==> src/hdl/ksf_pkg.sv <==
// ----------------------------------------------------------------------------
// ksf_pkg
// Shared widths, constants, codes and control structs for the speed fusion
// Kalman filter.
// ----------------------------------------------------------------------------
`default_nettype none

package ksf_pkg;

  // fixed point
  localparam int FRAC_BITS = 16;

  // field widths
  localparam int ACT_W     = 2;
  localparam int VAL_W     = 24;
  localparam int DT_W      = 16;
  localparam int REG_W     = 24;
  localparam int SPEED_W   = 23;
  localparam int KMH_W     = 25;
  localparam int COV_W     = 26;
  localparam int CFG_IDX_W = 3;

  // internal widths
  localparam int K_W       = FRAC_BITS + 1;          // gain, 0..1.0
  localparam int C36_W     = FRAC_BITS + 2;
  localparam int DEN_W     = COV_W + 1;              // P + R
  localparam int SUM_W     = COV_W;                  // signed speed before clamp
  localparam int MUL_A_W   = COV_W + 1;
  localparam int MUL_B_W   = C36_W + 1;
  localparam int PROD_W    = MUL_A_W + MUL_B_W;
  localparam int RS_W      = PROD_W - FRAC_BITS;
  localparam int DIV_STEPS = K_W;
  localparam int DIV_CNT_W = $clog2(DIV_STEPS);

  localparam logic [K_W-1:0]   ONE_K   = K_W'(1) << FRAC_BITS;
  localparam logic [C36_W-1:0] C36     = C36_W'(((36 << FRAC_BITS) + 5) / 10);
  localparam logic [COV_W-1:0] COV_MAX = '1;

  // register reset values
  localparam logic [REG_W-1:0]   RST_PNOISE = REG_W'(131072);
  localparam logic [REG_W-1:0]   RST_MNOISE = REG_W'(655);
  localparam logic [REG_W-1:0]   RST_ICOV   = REG_W'(65536);
  localparam logic [SPEED_W-1:0] RST_MAXSPD = SPEED_W'(6553600);
  localparam logic [SPEED_W-1:0] RST_MINSPD = '0;

  // register indexes
  localparam logic [CFG_IDX_W-1:0] REG_PNOISE = CFG_IDX_W'(0);
  localparam logic [CFG_IDX_W-1:0] REG_MNOISE = CFG_IDX_W'(1);
  localparam logic [CFG_IDX_W-1:0] REG_ICOV   = CFG_IDX_W'(2);
  localparam logic [CFG_IDX_W-1:0] REG_MAXSPD = CFG_IDX_W'(3);
  localparam logic [CFG_IDX_W-1:0] REG_MINSPD = CFG_IDX_W'(4);

  // action codes
  localparam logic [ACT_W-1:0] ACT_INIT    = 2'd0;
  localparam logic [ACT_W-1:0] ACT_RESET   = 2'd1;
  localparam logic [ACT_W-1:0] ACT_PREDICT = 2'd2;
  localparam logic [ACT_W-1:0] ACT_UPDATE  = 2'd3;

  // datapath operations
  typedef enum logic [3:0] {
    OP_NONE,
    OP_INIT,
    OP_RESET,
    OP_DIV_START,
    OP_DIV_STEP,
    OP_MUL_VDT,
    OP_MUL_PDT,
    OP_MUL_KD,
    OP_MUL_PK,
    OP_MUL_KMH,
    OP_ADD_S,
    OP_ADD_P,
    OP_SET_P,
    OP_CLAMP,
    OP_OUT
  } dp_op_t;

  typedef struct packed {
    logic   load;
    dp_op_t op;
  } dp_cmd_t;

  typedef struct packed {
    logic [ACT_W-1:0] action;
    logic             active;
    logic             dt_zero;
    logic             out_free;
  } dp_status_t;

endpackage

`default_nettype wire

==> src/hdl/ksf_if.sv <==
// ----------------------------------------------------------------------------
// ksf channels
// Valid/ready channels for input items, result items and register writes.
// ----------------------------------------------------------------------------
`default_nettype none

interface ksf_item_if import ksf_pkg::*; ();
  logic                    valid;
  logic                    ready;
  logic [ACT_W-1:0]        action;
  logic signed [VAL_W-1:0] value;
  logic [DT_W-1:0]         time_step;

  modport source (output valid, action, value, time_step, input ready);
  modport sink   (input valid, action, value, time_step, output ready);
endinterface

interface ksf_result_if import ksf_pkg::*; ();
  logic               valid;
  logic               ready;
  logic [SPEED_W-1:0] speed_ms;
  logic [KMH_W-1:0]   speed_kmh;
  logic [COV_W-1:0]   covariance;
  logic               active;

  modport source (output valid, speed_ms, speed_kmh, covariance, active, input ready);
  modport sink   (input valid, speed_ms, speed_kmh, covariance, active, output ready);
endinterface

interface ksf_cfg_if import ksf_pkg::*; ();
  logic                 valid;
  logic                 ready;
  logic [CFG_IDX_W-1:0] index;
  logic [REG_W-1:0]     data;

  modport source (output valid, index, data, input ready);
  modport sink   (input valid, index, data, output ready);
endinterface

`default_nettype wire

==> src/hdl/ksf_ctrl.sv <==
// ----------------------------------------------------------------------------
// ksf_ctrl
// Sequencer: steps the datapath through init, reset, predict and update.
// ----------------------------------------------------------------------------
`default_nettype none

module ksf_ctrl import ksf_pkg::*; (
  input  wire logic       clk,
  input  wire logic       rst,
  input  wire logic       item_valid,
  output      logic       item_ready,
  input  wire dp_status_t status,
  output      dp_cmd_t    cmd
);

  typedef enum logic [4:0] {
    S_IDLE,
    S_DECODE,
    S_INIT,
    S_RST,
    S_P_MUL_S,
    S_P_ADD_S,
    S_P_MUL_P,
    S_P_ADD_P,
    S_U_DIV0,
    S_U_DIV,
    S_U_MUL_S,
    S_U_ADD_S,
    S_U_MUL_P,
    S_U_SET_P,
    S_CLAMP,
    S_KMH,
    S_OUT
  } state_t;

  state_t               state;
  logic [DIV_CNT_W-1:0] cnt;

  always_ff @(posedge clk) begin
    if (rst) begin
      state <= S_IDLE;
      cnt   <= '0;
    end else begin
      unique case (state)
        S_IDLE:    if (item_valid) state <= S_DECODE;
        S_DECODE: begin
          unique case (status.action)
            ACT_INIT:    state <= S_INIT;
            ACT_RESET:   state <= S_RST;
            ACT_PREDICT: state <= (status.active && !status.dt_zero) ? S_P_MUL_S : S_KMH;
            ACT_UPDATE:  state <= status.active ? S_U_DIV0 : S_KMH;
            default:     state <= S_KMH;
          endcase
        end
        S_INIT:    state <= S_CLAMP;
        S_RST:     state <= S_KMH;
        S_P_MUL_S: state <= S_P_ADD_S;
        S_P_ADD_S: state <= S_P_MUL_P;
        S_P_MUL_P: state <= S_P_ADD_P;
        S_P_ADD_P: state <= S_CLAMP;
        S_U_DIV0: begin
          state <= S_U_DIV;
          cnt   <= '0;
        end
        S_U_DIV: begin
          if (cnt == DIV_CNT_W'(DIV_STEPS - 1)) begin
            state <= S_U_MUL_S;
          end else begin
            cnt <= cnt + 1'b1;
          end
        end
        S_U_MUL_S: state <= S_U_ADD_S;
        S_U_ADD_S: state <= S_U_MUL_P;
        S_U_MUL_P: state <= S_U_SET_P;
        S_U_SET_P: state <= S_CLAMP;
        S_CLAMP:   state <= S_KMH;
        S_KMH:     state <= S_OUT;
        S_OUT:     if (status.out_free) state <= S_IDLE;
        default:   state <= S_IDLE;
      endcase
    end
  end

  assign item_ready = (state == S_IDLE);

  always_comb begin
    cmd.load = (state == S_IDLE) && item_valid;
    unique case (state)
      S_INIT:    cmd.op = OP_INIT;
      S_RST:     cmd.op = OP_RESET;
      S_P_MUL_S: cmd.op = OP_MUL_VDT;
      S_P_ADD_S: cmd.op = OP_ADD_S;
      S_P_MUL_P: cmd.op = OP_MUL_PDT;
      S_P_ADD_P: cmd.op = OP_ADD_P;
      S_U_DIV0:  cmd.op = OP_DIV_START;
      S_U_DIV:   cmd.op = OP_DIV_STEP;
      S_U_MUL_S: cmd.op = OP_MUL_KD;
      S_U_ADD_S: cmd.op = OP_ADD_S;
      S_U_MUL_P: cmd.op = OP_MUL_PK;
      S_U_SET_P: cmd.op = OP_SET_P;
      S_CLAMP:   cmd.op = OP_CLAMP;
      S_KMH:     cmd.op = OP_MUL_KMH;
      S_OUT:     cmd.op = status.out_free ? OP_OUT : OP_NONE;
      default:   cmd.op = OP_NONE;
    endcase
  end

endmodule

`default_nettype wire

==> src/hdl/ksf_datapath.sv <==
// ----------------------------------------------------------------------------
// ksf_datapath
// Filter state, config registers, shared multiplier, gain divider and the
// result register.
// ----------------------------------------------------------------------------
`default_nettype none

module ksf_datapath import ksf_pkg::*; (
  input  wire logic                    clk,
  input  wire logic                    rst,
  input  wire dp_cmd_t                 cmd,
  output      dp_status_t              status,
  input  wire logic [ACT_W-1:0]        act_in,
  input  wire logic signed [VAL_W-1:0] value_in,
  input  wire logic [DT_W-1:0]         dt_in,
  ksf_result_if.source                 result,
  ksf_cfg_if.sink                      cfg
);

  // config
  logic [REG_W-1:0]   pnoise, mnoise, icov;
  logic [SPEED_W-1:0] max_spd, min_spd;

  // latched item
  logic [ACT_W-1:0]        act;
  logic signed [VAL_W-1:0] val;
  logic [DT_W-1:0]         dt;

  // filter state
  logic [SPEED_W-1:0] speed;
  logic [COV_W-1:0]   cov;
  logic               active;

  // working registers
  logic signed [SUM_W-1:0]  s_tmp;
  logic [DEN_W-1:0]         denom, rem;
  logic                     den_zero, dbit;
  logic [K_W-1:0]           quot;
  logic signed [PROD_W-1:0] prod;

  // result register
  logic               out_valid;
  logic [SPEED_W-1:0] out_speed;
  logic [KMH_W-1:0]   out_kmh;
  logic [COV_W-1:0]   out_cov;
  logic               out_active;

  // combinational
  logic signed [MUL_A_W-1:0] mul_a;
  logic signed [MUL_B_W-1:0] mul_b;
  logic signed [VAL_W:0]     diff;
  logic signed [PROD_W-1:0]  prod_rnd;
  logic signed [RS_W-1:0]    rs;
  logic signed [SUM_W-1:0]   s_sum, clamp_lo;
  logic [SPEED_W-1:0]        spd_clamped;
  logic [DEN_W-1:0]          p_sum;
  logic [COV_W-1:0]          p_add_sat, p_set_sat;
  logic [DEN_W:0]            trial;
  logic                      ge;

  assign diff = $signed({val[VAL_W-1], val}) - $signed({2'b00, speed});

  always_comb begin
    case (cmd.op)
      OP_MUL_VDT: begin
        mul_a = MUL_A_W'(val);
        mul_b = MUL_B_W'(dt);
      end
      OP_MUL_PDT: begin
        mul_a = MUL_A_W'(pnoise);
        mul_b = MUL_B_W'(dt);
      end
      OP_MUL_KD: begin
        mul_a = MUL_A_W'(diff);
        mul_b = MUL_B_W'(quot);
      end
      OP_MUL_PK: begin
        mul_a = MUL_A_W'(cov);
        mul_b = MUL_B_W'(ONE_K - quot);
      end
      default: begin
        mul_a = MUL_A_W'(speed);
        mul_b = MUL_B_W'(C36);
      end
    endcase
  end

  // round to nearest, halves up, then drop the fraction
  assign prod_rnd = prod + $signed({{(PROD_W-FRAC_BITS){1'b0}}, 1'b1, {(FRAC_BITS-1){1'b0}}});
  assign rs       = $signed(prod_rnd[PROD_W-1:FRAC_BITS]);

  assign s_sum     = $signed({{(SUM_W-SPEED_W){1'b0}}, speed}) + SUM_W'(rs);
  assign p_sum     = {1'b0, cov} + DEN_W'(rs);
  assign p_add_sat = p_sum[COV_W] ? COV_MAX : p_sum[COV_W-1:0];
  assign p_set_sat = (rs[RS_W-1:COV_W] != '0) ? COV_MAX : rs[COV_W-1:0];

  // min first, then max: max wins when the bounds cross
  assign clamp_lo    = (s_tmp < $signed(SUM_W'(min_spd))) ? $signed(SUM_W'(min_spd)) : s_tmp;
  assign spd_clamped = (clamp_lo > $signed(SUM_W'(max_spd))) ? max_spd
                                                             : clamp_lo[SPEED_W-1:0];

  // restoring divide step
  assign trial = {rem, dbit};
  assign ge    = !den_zero && (trial >= {1'b0, denom});

  assign status.action   = act;
  assign status.active   = active;
  assign status.dt_zero  = (dt == '0);
  assign status.out_free = !out_valid || result.ready;

  assign cfg.ready = 1'b1;

  // control state
  always_ff @(posedge clk) begin
    if (rst) begin
      pnoise    <= RST_PNOISE;
      mnoise    <= RST_MNOISE;
      icov      <= RST_ICOV;
      max_spd   <= RST_MAXSPD;
      min_spd   <= RST_MINSPD;
      speed     <= '0;
      cov       <= COV_W'(RST_ICOV);
      active    <= 1'b0;
      out_valid <= 1'b0;
    end else begin
      if (cfg.valid) begin
        unique case (cfg.index)
          REG_PNOISE: pnoise  <= cfg.data;
          REG_MNOISE: mnoise  <= cfg.data;
          REG_ICOV:   icov    <= cfg.data;
          REG_MAXSPD: max_spd <= cfg.data[SPEED_W-1:0];
          REG_MINSPD: min_spd <= cfg.data[SPEED_W-1:0];
          default: ;
        endcase
      end

      unique case (cmd.op)
        OP_INIT: begin
          cov    <= COV_W'(icov);
          active <= 1'b1;
        end
        OP_RESET: begin
          speed  <= '0;
          cov    <= COV_W'(icov);
          active <= 1'b0;
        end
        OP_ADD_P: cov   <= p_add_sat;
        OP_SET_P: cov   <= p_set_sat;
        OP_CLAMP: speed <= spd_clamped;
        default: ;
      endcase

      if (cmd.op == OP_OUT) begin
        out_valid <= 1'b1;
      end else if (result.ready) begin
        out_valid <= 1'b0;
      end
    end
  end

  // payload
  always_ff @(posedge clk) begin
    if (cmd.load) begin
      act <= act_in;
      val <= value_in;
      dt  <= dt_in;
    end

    unique case (cmd.op) inside
      OP_MUL_VDT, OP_MUL_PDT, OP_MUL_KD, OP_MUL_PK, OP_MUL_KMH: begin
        prod <= mul_a * mul_b;
      end
      OP_INIT:  s_tmp <= SUM_W'(val);
      OP_ADD_S: s_tmp <= s_sum;
      OP_DIV_START: begin
        denom    <= {1'b0, cov} + DEN_W'(mnoise);
        den_zero <= (cov == '0) && (mnoise == '0);
        rem      <= DEN_W'(cov[COV_W-1:1]);
        dbit     <= cov[0];
        quot     <= '0;
      end
      OP_DIV_STEP: begin
        rem  <= ge ? DEN_W'(trial - {1'b0, denom}) : trial[DEN_W-1:0];
        quot <= {quot[K_W-2:0], ge};
        dbit <= 1'b0;
      end
      OP_OUT: begin
        out_speed  <= speed;
        out_kmh    <= rs[KMH_W-1:0];
        out_cov    <= cov;
        out_active <= active;
      end
      default: ;
    endcase
  end

  assign result.valid      = out_valid;
  assign result.speed_ms   = out_speed;
  assign result.speed_kmh  = out_kmh;
  assign result.covariance = out_cov;
  assign result.active     = out_active;

endmodule

`default_nettype wire

==> src/hdl/scalar_kalman_speed_fusion_core.sv <==
// ----------------------------------------------------------------------------
// scalar_kalman_speed_fusion_core
// One-state Kalman filter fusing accelerometer and GPS speed.
// ----------------------------------------------------------------------------
// Usage:
//  - item:   valid/ready input; action (init, reset, predict, GPS update),
//            signed value and time_step. One item in flight at a time.
//  - result: valid/ready output; one item per input item with speed in m/s
//            and km/h, covariance and the active flag. Held in an output
//            register, so the next input item is taken while it waits.
//  - cfg:    register writes (index, data), always ready; write only while
//            no item is in flight.
// An ignored predict/update (filter inactive, or predict with zero time_step) still gives a result.
// The GPS update uses the gain divider: a restoring divider that
// produces one quotient bit per cycle. All products go through
// a single shared 27x19 multiplier, one product per cycle.
// Reset (rst, synchronous): registers to defaults, speed 0, covariance to
// the initial covariance default, filter inactive, no result pending.
// Receiver stall: the sequencer parks until the output register frees.
// ----------------------------------------------------------------------------
`default_nettype none

module scalar_kalman_speed_fusion_core import ksf_pkg::*; (
  input  wire logic clk,
  input  wire logic rst,
  ksf_item_if.sink     item,
  ksf_result_if.source result,
  ksf_cfg_if.sink      cfg
);

  dp_cmd_t    cmd;
  dp_status_t status;

  // sequencer
  ksf_ctrl u_ctrl (
    .clk        (clk),
    .rst        (rst),
    .item_valid (item.valid),
    .item_ready (item.ready),
    .status     (status),
    .cmd        (cmd)
  );

  // state, arithmetic and result register
  ksf_datapath u_dp (
    .clk      (clk),
    .rst      (rst),
    .cmd      (cmd),
    .status   (status),
    .act_in   (item.action),
    .value_in (item.value),
    .dt_in    (item.time_step),
    .result   (result),
    .cfg      (cfg)
  );

  // only one item in flight: input closes right after an accept
  a_one_in_flight: assert property (@(posedge clk) disable iff (rst)
    item.valid && item.ready |=> !item.ready)
    else $error("input accepted while an item is in flight");

  // result appears only from the sequencer's output step
  a_out_from_seq: assert property (@(posedge clk) disable iff (rst)
    $rose(result.valid) |-> $past(cmd.op) == OP_OUT)
    else $error("result valid without output step");

  // an inactive filter always reports zero speed
  a_inactive_zero: assert property (@(posedge clk) disable iff (rst)
    result.valid && !result.active |-> result.speed_ms == '0)
    else $error("inactive filter with nonzero speed");

endmodule

`default_nettype wire
==> src/flat_wrapper.sv <==
// flat-port wrapper written by rule: the top's interface ports become plain ports
module scalar_kalman_speed_fusion_core_flat import ksf_pkg::*;
  (clk, rst, item_valid, item_action, item_value, item_time_step, item_ready, result_valid, result_speed_ms, result_speed_kmh, result_covariance, result_active, result_ready, cfg_valid, cfg_index, cfg_data, cfg_ready);
  ksf_item_if item_i ();
  ksf_result_if result_i ();
  ksf_cfg_if cfg_i ();
  input  wire logic clk;
  input  wire logic rst;
  input wire logic [$bits(item_i.valid)-1:0] item_valid;
  input wire logic [$bits(item_i.action)-1:0] item_action;
  input wire logic [$bits(item_i.value)-1:0] item_value;
  input wire logic [$bits(item_i.time_step)-1:0] item_time_step;
  output wire logic [$bits(item_i.ready)-1:0] item_ready;
  output wire logic [$bits(result_i.valid)-1:0] result_valid;
  output wire logic [$bits(result_i.speed_ms)-1:0] result_speed_ms;
  output wire logic [$bits(result_i.speed_kmh)-1:0] result_speed_kmh;
  output wire logic [$bits(result_i.covariance)-1:0] result_covariance;
  output wire logic [$bits(result_i.active)-1:0] result_active;
  input wire logic [$bits(result_i.ready)-1:0] result_ready;
  input wire logic [$bits(cfg_i.valid)-1:0] cfg_valid;
  input wire logic [$bits(cfg_i.index)-1:0] cfg_index;
  input wire logic [$bits(cfg_i.data)-1:0] cfg_data;
  output wire logic [$bits(cfg_i.ready)-1:0] cfg_ready;
  assign item_i.valid = item_valid;
  assign item_i.action = item_action;
  assign item_i.value = item_value;
  assign item_i.time_step = item_time_step;
  assign item_ready = item_i.ready;
  assign result_valid = result_i.valid;
  assign result_speed_ms = result_i.speed_ms;
  assign result_speed_kmh = result_i.speed_kmh;
  assign result_covariance = result_i.covariance;
  assign result_active = result_i.active;
  assign result_i.ready = result_ready;
  assign cfg_i.valid = cfg_valid;
  assign cfg_i.index = cfg_index;
  assign cfg_i.data = cfg_data;
  assign cfg_ready = cfg_i.ready;
  scalar_kalman_speed_fusion_core u_core (.clk(clk), .rst(rst), .item(item_i), .result(result_i), .cfg(cfg_i));
endmodule
==> config.mk <==
export PLATFORM = sky130hd
export DESIGN_NAME = scalar_kalman_speed_fusion_core_flat
export DESIGN_NICKNAME = d
export VERILOG_FILES = /design/src/hdl/ksf_pkg.sv /design/src/hdl/ksf_if.sv /design/src/hdl/ksf_ctrl.sv /design/src/hdl/ksf_datapath.sv /design/src/hdl/scalar_kalman_speed_fusion_core.sv /design/src/flat_wrapper.sv
export SDC_FILE = /design/constraint.sdc
export NUM_CORES = 2
export LEC_CHECK = 0
export ABC_AREA = 1
export BUFFER_PORTS_ARGS = -buffer_cell sky130_fd_sc_hd__buf_2
export CAP_MARGIN = 10
export CORE_MARGIN = 2
export CORE_UTILIZATION = 59
export DETAILED_ROUTE_END_ITERATION = 6
export PLACE_DENSITY = 0.79
export SKIP_LAST_GASP = 1
export SLEW_MARGIN = 30
export SYNTH_ARGS = -nofsm -noshare
export SYNTH_HDL_FRONTEND = slang
export SYNTH_SLANG_ARGS = --single-unit
==> constraint.sdc <==
create_clock -name clk -period 7.04 [get_ports clk]
set_input_delay 0.704 -clock clk [delete_from_list [all_inputs] [get_ports clk]]
set_output_delay 0.704 -clock clk [all_outputs]
set_load 0.005 [all_outputs]
==> results.yml <==
status:
  status: "finished, violations left"
  violations: "setup timing"
detailed_routing:
  routedWlPerCell_um: 24.7
  dr.pass1.iters: 7
  antenna_left: 0
  drcViolationCount: 0
  via_per_inst: 5.95
  drt_iter0_markers: 4697
  routed_wirelength_um: 180000
  vias: 43400
floorplanning:
  floorplan.initialDensity_pct: 59.4
  dieArea_mm2: 0.0769
  ios: 152
  rows: 100
  core_mm2: 0.0742
  die_y_um: 277
  die_w_um: 277
hold_path:
  hp-start: "item_value[7]"
  hold_end: "u_core.u_dp.val[7]"
  hp-class: "in -> reg"
  hold_path_depth: 1
critical_path:
  cp_slowest_cell: "fa_1"
  cp_max_fo: 9
  slowest_delay_ns: 0.69
  cp_common_cell: "fa_1"
  cp-start-kind: "flip-flop"
  r2r-start: "u_core.u_dp.val[0]"
  critPathTopFamily: "adder cells"
  r2r_slack_ns: -0.93
  cp.depth: 38
  r2r_cells: 38
  worstPathRequired_ns: 7.40
  crit_path_end_kind: "flip-flop"
  r2r_end: "u_core.u_dp.prod[38]"
  critical_path_class: "reg -> reg"
  crit_buf_inv: 12
  worstPathArrival_ns: 8.34
global_routing:
  grt_start_max_net_pins: 98
  grt_pass1_vias: 43800
  grt_first_pass_wirelength_um: 264000
  antenna_found_initial: 10
  grt.overflow.total: 0
  grt_usage_pct: 46.1
cells_and_area:
  multi_input_area_mm2: 0.0313
  final_nets: 7153
  fillCellCount: 5291
  syn_to_final_growth_pct: 28.0
  layout.cells.most_common_list: "inv_1, nand2_1, buf_4"
  layout_commonest_cell: "inv_1"
  register_area_mm2: 0.0110
  drive_above_1_share_pct: 25.5
synthesis:
  syn_area_per_cell_um2: 8.09
  synth_edf_count: 247
  syn_inst: 5451
  ys.flop_type: "edfxtp_1"
  async_flop_share_pct: 0
  synth_seq_area_share_pct: 25.0
  ys_warn_count: 0
  synth_area_mm2: 0.0441
  ys_ff_latch: 426
  yosys.cell_types.count: 67
placement:
  io_buffer_count: 150
  dp_hpwl_um: 138000
  place.gp.congestion: 1.08
  dpl_worst_slack_ns: -0.949
cts:
  clk_latency_ns: 0.63
  h-tree-depth: 2
  clk_pin_slew_ns: 0.07
  clockRootBuffer: "clkbuf_16"
  numCtsBuffers: 48
  cts_buffer_depth: 3
  cts_tree: "yes"
  clkSinkCount: 426
sta:
  fin_crit_ns: 7.97
  setup_ws_ns: -0.933
  worstMarginPinSlew_ns: 1.14
  fmax_mhz: 125
  period_share_pct: 113
  finalSetupTns_ns: -23.61
  setup_viol: 31
  finalHoldViolCount: 0
  drv_slew: 0
  slew_headroom_pct: 23.6
  finClkSkew_ns: 0.0464
  rsz0062_at_grt: "true"
flow_run:
  maxCapViolCount: 0
worst reg2reg max path, delay by kind of cell (launching register included):
kind | cells | cell delay [ns]
flops | 1 | 0.43
compound gates | 7 | 0.87
buf+inv | 12 | 1.42
fa+ha+maj | 10 | 4.04
simple gates | 9 | 0.92
metrics by stage:
step	cells	hold WS, ns	cell area, um2	utilization (%)
CTS	7252	0.258	55200	74.4
detailed placement	7091	0.455	51200	69.0
global placement	7091	0.439	51200	68.9
global route	7281	0.267	56400	76.0
floorplan	5452	0.429	44500	-
finish	7290	0.266	56400	76.1
cells by family after synthesis:
group | count (synthesis) | synth area share, %
fa+ha+maj | 806 | 31.6
other cells | 2 | 0.0170
compound gates | 893 | 11.3
buf+inv | 1199 | 10.4
simple gates | 1978 | 18.8
flops | 426 | 25.0
xor+xnor | 147 | 2.92
registers in the layout (all words and copies together) (netlist names), 16 cells and up:
signal	count
u_core.u_dp.result.speed_ms	23
u_core.u_dp.icov	24
u_core.u_dp.s_tmp	26
u_core.u_dp.val	24
u_core.u_dp.prod	31
u_core.u_dp.rem	27
u_core.u_dp.speed	23
u_core.u_dp.min_spd	23
u_core.u_dp.cov	26
u_core.u_dp.dt	16
u_core.u_dp.pnoise	24
u_core.u_dp.mnoise	24
u_core.u_dp.max_spd	23
u_core.u_dp.denom	27
u_core.u_dp.quot	17
u_core.u_dp.result.covariance	26
u_core.u_dp.result.speed_kmh	25
final cells by class:
class                   count  share of cell area [%]
inverters                1040                    6.96
clock buffers              62                    2.31
repair buffers            930                    13.0
flip-flops and latches    426                    19.5
well taps                 969                    2.15
multi-input cells        3827                    55.5
diodes                      9                  0.0399
clock inverters            27                   0.596
synthesized netlist by cell type (8+ instances only):
cell type	count	share of area (%)
a221oi_1	10	0.20
a21boi_0	8	0.14
o22ai_1	10	0.14
ha_1	296	8.4
nor2_1	541	4.6
o31ai_1	8	0.14
nand4_1	59	0.84
dfxtp_1	179	8.1
o21bai_1	16	0.27
a21oi_1	327	3.7
fa_1	510	23
xnor2_1	58	1.2
nand2_1	1016	8.7
a31oi_1	32	0.45
or2_2	17	0.24
edfxtp_1	247	17
nand3_1	191	2.2
inv_1	1022	8.7
buf_1	8	0.068
clkbuf_1	111	0.95
buf_2	32	0.36
o21ai_0	375	4.3
nand3_2	9	0.20
a211oi_1	10	0.17
nor4_1	29	0.41
nor3_1	51	0.58
and2_1	11	0.16
o21ai_1	11	0.12
nand2_2	14	0.20
o21a_1	15	0.26
inv_2	17	0.14
a21o_1	16	0.27
xor2_1	89	1.8
worst max-delay path by stage:
stage | startpoint | endpoint
CTS | u_core.u_dp.val[10] | u_core.u_dp.prod[41]
finish | u_core.u_dp.val[0] | u_core.u_dp.prod[38]
global placement | u_core.u_dp.quot[0] | u_core.u_dp.prod[43]
floorplan | u_core.u_dp.quot[0] | u_core.u_dp.prod[38]
global route | u_core.u_dp.val[0] | u_core.u_dp.prod[38]
detailed placement | u_core.u_dp.val[9] | u_core.u_dp.prod[41]
what timing repair did:
item,in CTS,in global routing
cloned,3,0
gates resized for setup,361,239
buffers inserted,70,32
pin swaps,196,144
endpoints found under the setup margin,31,31
hold buffers,0,0
metal layers:
layer,routed length [um],GRT usage [%]
met5,58,0
met1,60200,52.9
met3,18700,10.1
met4,19900,41.1
met2,80800,72.8
Power is left out: the tool's default activity adds up to more than one toggle a clock period on the data nets, which glitch-free logic cannot reach.
